<file path="src/sv/epm_pkg.sv">
// ----------------------------------------------------------------------------
// epm_pkg
// Types, fixed-point constants and the arctangent table for the pose block.
// ----------------------------------------------------------------------------
package epm_pkg;

  localparam int unsigned AngW = 36;   // Q.30 angle with headroom
  localparam int unsigned CsW  = 34;   // CORDIC x/y width, Q.30 with headroom

  localparam logic signed [AngW-1:0] Q30Pi     = 36'sd3373259426;
  localparam logic signed [AngW-1:0] Q30HalfPi = 36'sd1686629713;
  localparam logic signed [AngW-1:0] Q30TwoPi  = 36'sd6746518852;
  localparam logic signed [CsW-1:0]  Q30GainInv = 34'sd652032874;
  localparam logic signed [CsW-1:0]  Q30One     = 34'sd1073741824;

  // Named signed element types, so that a selected lane stays signed.
  typedef logic signed [CsW-1:0]  cs_t;
  typedef logic signed [AngW-1:0] ang_t;

  typedef struct packed {
    logic signed [31:0] pos_x;
    logic signed [31:0] pos_y;
    logic signed [31:0] pos_z;
    logic signed [31:0] yaw_angle;
    logic signed [31:0] pitch_angle;
    logic signed [31:0] roll_angle;
  } pose_in_t;

  typedef struct packed {
    logic signed [31:0] rot_00;
    logic signed [31:0] rot_01;
    logic signed [31:0] rot_02;
    logic signed [31:0] rot_10;
    logic signed [31:0] rot_11;
    logic signed [31:0] rot_12;
    logic signed [31:0] rot_20;
    logic signed [31:0] rot_21;
    logic signed [31:0] rot_22;
    logic signed [31:0] trans_x;
    logic signed [31:0] trans_y;
    logic signed [31:0] trans_z;
  } pose_out_t;

  // Working set of three CORDIC rotators carried down the cell row.
  typedef struct packed {
    cs_t  [2:0]         x;
    cs_t  [2:0]         y;
    ang_t [2:0]         z;
    logic [2:0]         flip;
    logic signed [31:0] px;
    logic signed [31:0] py;
    logic signed [31:0] pz;
  } cell_t;

  function automatic logic signed [AngW-1:0] atan_q30(input logic [4:0] i);
    logic signed [AngW-1:0] r;
    begin
      unique case (i)
        5'd0:  r = 36'sd843314857;
        5'd1:  r = 36'sd497837829;
        5'd2:  r = 36'sd263043837;
        5'd3:  r = 36'sd133525159;
        5'd4:  r = 36'sd67021687;
        5'd5:  r = 36'sd33543516;
        5'd6:  r = 36'sd16775851;
        5'd7:  r = 36'sd8388437;
        5'd8:  r = 36'sd4194283;
        5'd9:  r = 36'sd2097149;
        5'd31: r = 36'sd0;
        default: r = 36'sd1 <<< (5'd30 - i);
      endcase
      return r;
    end
  endfunction

  function automatic logic signed [CsW-1:0] sat_unit(input logic signed [CsW-1:0] v);
    begin
      if (v > Q30One) return Q30One;
      else if (v < -Q30One) return -Q30One;
      else return v;
    end
  endfunction

endpackage

</file>
<file path="src/sv/epm_cell.sv">
// ----------------------------------------------------------------------------
// epm_cell
// One CORDIC iteration for three angles at once, registered, with a valid bit.
// ----------------------------------------------------------------------------
module epm_cell import epm_pkg::*; #(
  parameter int unsigned Step = 0
) (
  input  logic  clk_i,
  input  logic  rst_ni,
  input  logic  en_i,
  input  logic  valid_i,
  input  cell_t data_i,
  output logic  valid_o,
  output cell_t data_o
);

  localparam logic [4:0] StepIdx = 5'(Step);

  cell_t data_d, data_q;
  logic  valid_q;

  always_comb begin
    data_d = data_i;
    for (int k = 0; k < 3; k++) begin
      if (!data_i.z[k][AngW-1]) begin
        data_d.x[k] = data_i.x[k] - (data_i.y[k] >>> Step);
        data_d.y[k] = data_i.y[k] + (data_i.x[k] >>> Step);
        data_d.z[k] = data_i.z[k] - atan_q30(StepIdx);
      end else begin
        data_d.x[k] = data_i.x[k] + (data_i.y[k] >>> Step);
        data_d.y[k] = data_i.y[k] - (data_i.x[k] >>> Step);
        data_d.z[k] = data_i.z[k] + atan_q30(StepIdx);
      end
    end
  end

  always_ff @(posedge clk_i or negedge rst_ni) begin
    if (!rst_ni) begin
      valid_q <= 1'b0;
    end else if (en_i) begin
      valid_q <= valid_i;
    end
  end

  always_ff @(posedge clk_i) begin
    if (en_i) begin
      data_q <= data_d;
    end
  end

  assign valid_o = valid_q;
  assign data_o  = data_q;

endmodule

</file>
<file path="config.mk">
export PLATFORM = sky130hd
export DESIGN_NAME = epm_cell
export DESIGN_NICKNAME = d
export VERILOG_FILES = /design/src/sv/epm_pkg.sv /design/src/sv/epm_cell.sv
export SDC_FILE = /design/constraint.sdc
export NUM_CORES = 1
export LEC_CHECK = 0
export ABC_AREA = 0
export BUFFER_PORTS_ARGS = -buffer_cell sky130_fd_sc_hd__buf_4
export CORE_AREA = 2 2 322 324
export CTS_BUF_LIST = sky130_fd_sc_hd__clkbuf_8
export DETAILED_ROUTE_END_ITERATION = 10
export DIE_AREA = 0 0 324 326
export MAX_ROUTING_LAYER = met4
export PLACE_DENSITY_LB_ADDON = 0.1
export SLEW_MARGIN = 0
export SYNTH_ARGS = -nofsm -noshare
export SYNTH_HDL_FRONTEND = slang
export SYNTH_SLANG_ARGS = --single-unit
</file>
<file path="constraint.sdc">
create_clock -name clk_i -period 2.3 [get_ports clk_i]
set_clock_uncertainty 0.05 [all_clocks]
set_input_delay 0.46 -clock clk_i [delete_from_list [all_inputs] [get_ports clk_i]]
set_output_delay 0.46 -clock clk_i [all_outputs]
set_load 0.05 [all_outputs]
</file>
# Word-level counts from Yosys, hierarchy flattened
# Cells that the tools add are included.
[word_totals]
mem_bits_rw = 0
latchBits = 0
register_bits = 412
mem_bits_ro = 0
inputBits = 415
mem_count = 0
[classes]
n_mul = 0
reduce_logical = 0
eq_ne = 0
shift = 0
muxes = 9
add_sub_neg = 15
bitwise = 0
n_div = 0
order_cmp = 0
[ops]
columns = ["cell", "count"]
rows = [
  ["$mux 34", 6],
  ["$sub 34x34->34", 6],
  ["$add 36x31->36 const B", 3],
  ["$mux 36", 3],
  ["$sub 36x31->36 const B", 3],
  ["$add 34x34->34", 3],
]

# Depth between registers and ports, before layout
[logic_depth]
depth_word = 2
ltp_mapped = 15
mapped_depth_nobuf = 13

# Least setup slack after synthesis
# No wires, ideal clock.
[synth_path]
path_type = "input port to flip-flop"
from = "input port data_i[134] (netlist name)"
to = "register data_q (netlist bit data_o[133]), data pin"
path_buffers = 3
setup_time_ns = 0.259
t_arrival_ns = 3.799
slack_ns = -1.808
path_stages = 15
path_cell_list = "clkbuf_1 inv_1 clkbuf_1 clkbuf_1 ha_1 a21o_1 a21oi_1 nor2b_1 o311a_1 o21ai_0 o211a_1 o21ai_0 a31oi_1 nor3b_1 a211o_1"
[synth_lines]
columns = ["element", "line_no", "source"]
rows = [
  ["start: declaration", "epm_cell.sv:12", "input cell_t data_i,"],
  ["end signal: assignment", "epm_cell.sv:47", "data_q <= data_d;"],
  ["end: declaration", "epm_cell.sv:19", "cell_t data_d, data_q;"],
]

==> key figures <==
GRT
  • Global Route Usage Sum: 0.2710
  • Vias in the first global route: 36350
  • Number of antenna violations at the first check in global routing: 20
  • First-pass GRT wire length: 213000 um
  • Maximum number of pins on one net before global-route repair: 87
  • Remaining global-route overflow: 0

Clock network
  • Clock Root Buffer: sky130_fd_sc_hd__clkbuf_8
  • CTS Sinks: 409
  • TritonCTS Buffers: about 80
  • Clock input transition at the sequential cells of the worst setup and hold paths: 0.06 ns
  • Clk buf depth: 3
  • Depth of the CTS H-tree: 3
  • TritonCTS clock tree: built
  • Clk Latency, worst-skew pair: between 0.7 and 0.8 ns

Yosys
  • Dominant cells by area after synthesis: sky130_fd_sc_hd__edfxtp_1 36%, sky130_fd_sc_hd__ha_1 15%, sky130_fd_sc_hd__a21oi_1 6.5%
  • Basic-gate share of the synthesized area counting and, or, nand and nor cells: 0.1190
  • Combinational family with the most area after synthesis: compound AO/OA/AOI/OAI gates
  • Number of warnings printed during yosys synthesis: 0
  • Share of the synthesized area in compound gates (AO/OA/AOI/OAI): 0.2304
  • Fraction of synthesized cell area in xor and xnor cells: 0.07241
  • Post-synthesis cell count: 3730
  • Share of Yosys cell area claimed by the top area cell type: 0.3579
  • Cell variety after synth: 84
  • Dominant cell type by area after synthesis: sky130_fd_sc_hd__edfxtp_1
  • Cell Area, Synth: 34230 sq um
  • Synthesized net count: 4556
  • Mean cell area of the mapped netlist: 9.177 sq um
  • Adder-Cell Fraction of Synth Area: 0.1529
  • Count of flip-flops with a built-in enable after synthesis: 408
  • Number of synthesized register bits: 409
  • Dominant register cell in the synthesized netlist: sky130_fd_sc_hd__edfxtp_1
  • Sequential cell area fraction in the yosys report: 0.3586
  • Share of synthesized flip-flops with an asynchronous set or reset: 0.002445
  • Mux share of post-synthesis cell area: 0.01352

Timing
  • Final worst slack: -0.3786 ns
  • Fmax: 373.3 MHz
  • Endpoints failing hold: 0
  • Slew Viols, Final: 0
  • Worst hold slack across all endpoints: ~0.067 ns
  • Max-Slew Margin vs Limit: 0.3334
  • Unrepaired setup endpoints after global routing: yes
  • Setup-violating endpoint count in the final report: 89
  • Final min period: 2.679 ns
  • Final worst-path cycle share: 1.165
  • Pin slew with the least headroom to its limit: ~1 ns

Cells and area
  • Synth-to-layout area growth: 73.70%
  • Commonest non-fill, non-tap cells in the layout: 2067 x sky130_fd_sc_hd__buf_4, 408 x sky130_fd_sc_hd__edfxtp_1, 316 x sky130_fd_sc_hd__a21oi_1
  • Final Instance Count excl. Fillers: between 7000 and 8000
  • Layout fillers: 9257
  • End-of-flow core utilization: 0.5795
  • Fin nets: 6766
  • Post-route cell area: 59460 sq um
  • Ratio of cells with drive above 1 in the final layout: 0.4868
  • Leading cell type in the layout, fill and taps excluded: sky130_fd_sc_hd__buf_4

Floorplan
  • Core region area: 102600 sq um
  • Starting utilization of the core area: 0.3336
  • Chip height: 326 um
  • Die width: 324 um
  • Die area: about 110000 sq um
  • # rows: 118
  • Num ports: roughly 830

Worst setup path
  • Crit path max-delay cell type: sky130_fd_sc_hd__o41a_1
  • Setup crit start kind: input port
  • Start of the worst register-to-register path: valid_o
  • Critical path cell sequence: buf_8 > inv_8 > ha_4 > inv_4 > a221oi_4 > a211oi_4 > o21ai_2 > a31oi_4 > o41a_1 > a211o_1 > a211o_1 > a21boi_2 > xnor2_1
  • Data required time of the critical path: 2.71 ns
  • CP Data Arrival Time: 3.09 ns
  • R2r endpoint: valid_o
  • Critical path endpoint category: flip-flop
  • Maximum fanout along the worst path: 3
  • Number of buffers and inverters on the critical path: 3
  • Setup slack of the worst register-to-register path: 1.49 ns
  • Most Frequent Cell on Critical Path: sky130_fd_sc_hd__a211o_1
  • R2R depth: 1
  • Slowest Stage Delay on Critical Path: 0.43 ns
  • Top delay family on crit path: compound AO/OA/AOI/OAI gates
  • Crit path kind: input port to flip-flop

Place
  • DP Wirelength: 119200 um
  • Post-placement cell count: 7033
  • I/O Buffers: 826
  • Placed inst area: 52920 sq um
  • GP Congestion: 0.9422

Detailed routing
  • Iteration count of the initial detailed-routing pass: 6
  • Detail Route Antenna Nets: 0
  • Starting DRC count in detailed routing: 2173
  • Via density: 4.915
  • Total wire length after detailed routing: 146100 um
  • Drc violations: 0
  • Overall via count from detail_route: 36410
  • Wirelength per Cell: 19.73 um

Status
  • Outcome: complete, but fails checks
  • Failing checks: setup timing

Power
  • Power density over the cells: 610.8 nW/um^2
  • Highest ir drop seen on vdd: around 0.63 mV
  • Pleak: 27.18 nW

Worst hold path
  • End point of the worst hold path: data_o[136]
  • Start point of the worst hold path: data_i[135]
  • Cell count of the worst hold path: 2
  • Class of the tightest hold or removal check: input port to flip-flop

Job
  • Max-cap violations: 0
synthesized netlist by cell type, types with 40 or more instances:
cell	count
sky130_fd_sc_hd__a21oi_1	442
sky130_fd_sc_hd__o21ai_0	236
sky130_fd_sc_hd__nor2_1	296
sky130_fd_sc_hd__nand3_1	49
sky130_fd_sc_hd__a21o_1	145
sky130_fd_sc_hd__mux2i_1	44
sky130_fd_sc_hd__xor2_1	61
sky130_fd_sc_hd__nor3_1	68
sky130_fd_sc_hd__edfxtp_1	408
sky130_fd_sc_hd__inv_1	305
sky130_fd_sc_hd__clkbuf_1	106
sky130_fd_sc_hd__nand4_1	42
sky130_fd_sc_hd__nor2b_1	59
sky130_fd_sc_hd__xnor2_1	222
sky130_fd_sc_hd__ha_1	399
sky130_fd_sc_hd__nand2_1	188
sky130_fd_sc_hd__o21bai_1	95
sky130_fd_sc_hd__a31oi_1	40
per-stage QoR:
step,setup TNS [ns],worst slack (ns),total power [mW]
global placement,-194.46,-1.343,26.63
CTS,-7.269,-0.3099,35.92
global route,-18.57,-0.4174,38.00
finish,-12.89,-0.3786,36.32
floorplan,-71.85,-0.9188,19.46
detailed placement,-196.02,-1.365,26.67
per-layer routing:
metal	part of all wire	GRT usage
met1	0.42	0.3236
met2	0.49	0.4598
met3	0.062	0.05490
met4	0.026	0.07639
met5	0	-
power breakdown:
| part | switching (mW) | leakage (nW) | internal [mW] |
|---|---|---|---|
| logic | 10.4 | 22.2 | 7.46 |
| clock network | 3.60 | 0.943 | 4.73 |
| registers | 0.475 | 4.00 | 9.67 |
| total | 14.5 | 27.2 | 21.9 |
final cells by class:
class	count	area (sq um)	share of cell area
multi-input cells	2847	24150	0.4061
clock inverters	68	638.1	0.01073
repair buffers	2279	18120	0.3048
inverters	322	1373	0.02308
diodes	20	50.05	0.0008417
well taps	1380	1727	0.02904
flip-flops and latches	409	12280	0.2065
clock buffers	82	1129	0.01898
how the worst max path moves through the flow:
| stage | cells after the start | endpoint | slack (ns) | start |
|---|---|---|---|---|
| floorplan | 15 | data_o[133] | -0.92 | data_i[134] |
| finish | 13 | data_o[410] | -0.38 | data_i[279] |
| global route | 13 | data_o[410] | -0.42 | data_i[279] |
| CTS | 13 | data_o[410] | -0.31 | data_i[279] |
| global placement | 13 | data_o[307] | -1.34 | data_i[377] |
| detailed placement | 13 | data_o[307] | -1.37 | data_i[377] |
cell families (layout without fill, tap and decap cells):
group           count (synthesis)  count (layout)
compound gates               1248            1248
simple gates                  859             859
buf+inv                       474            2751
fa+ha+maj                     411             411
flops                         409             409
xor+xnor                      283             283
mux                            46              46
other cells                     0              20
repair_timing:
action                     in CTS  in global routing
setup endpoints to repair     126                137
gates cloned                    1                  1
buffers inserted               53                 63
hold buffers                  104                  0
hold endpoints to repair      103                  0
gates resized for setup       276                298
pin swaps                     176                193
flip-flops by register name, indices dropped and copies added, names as in the netlist:
name	cells
data_o	408
valid_o	1
Power figures use the tool's default switching activity.
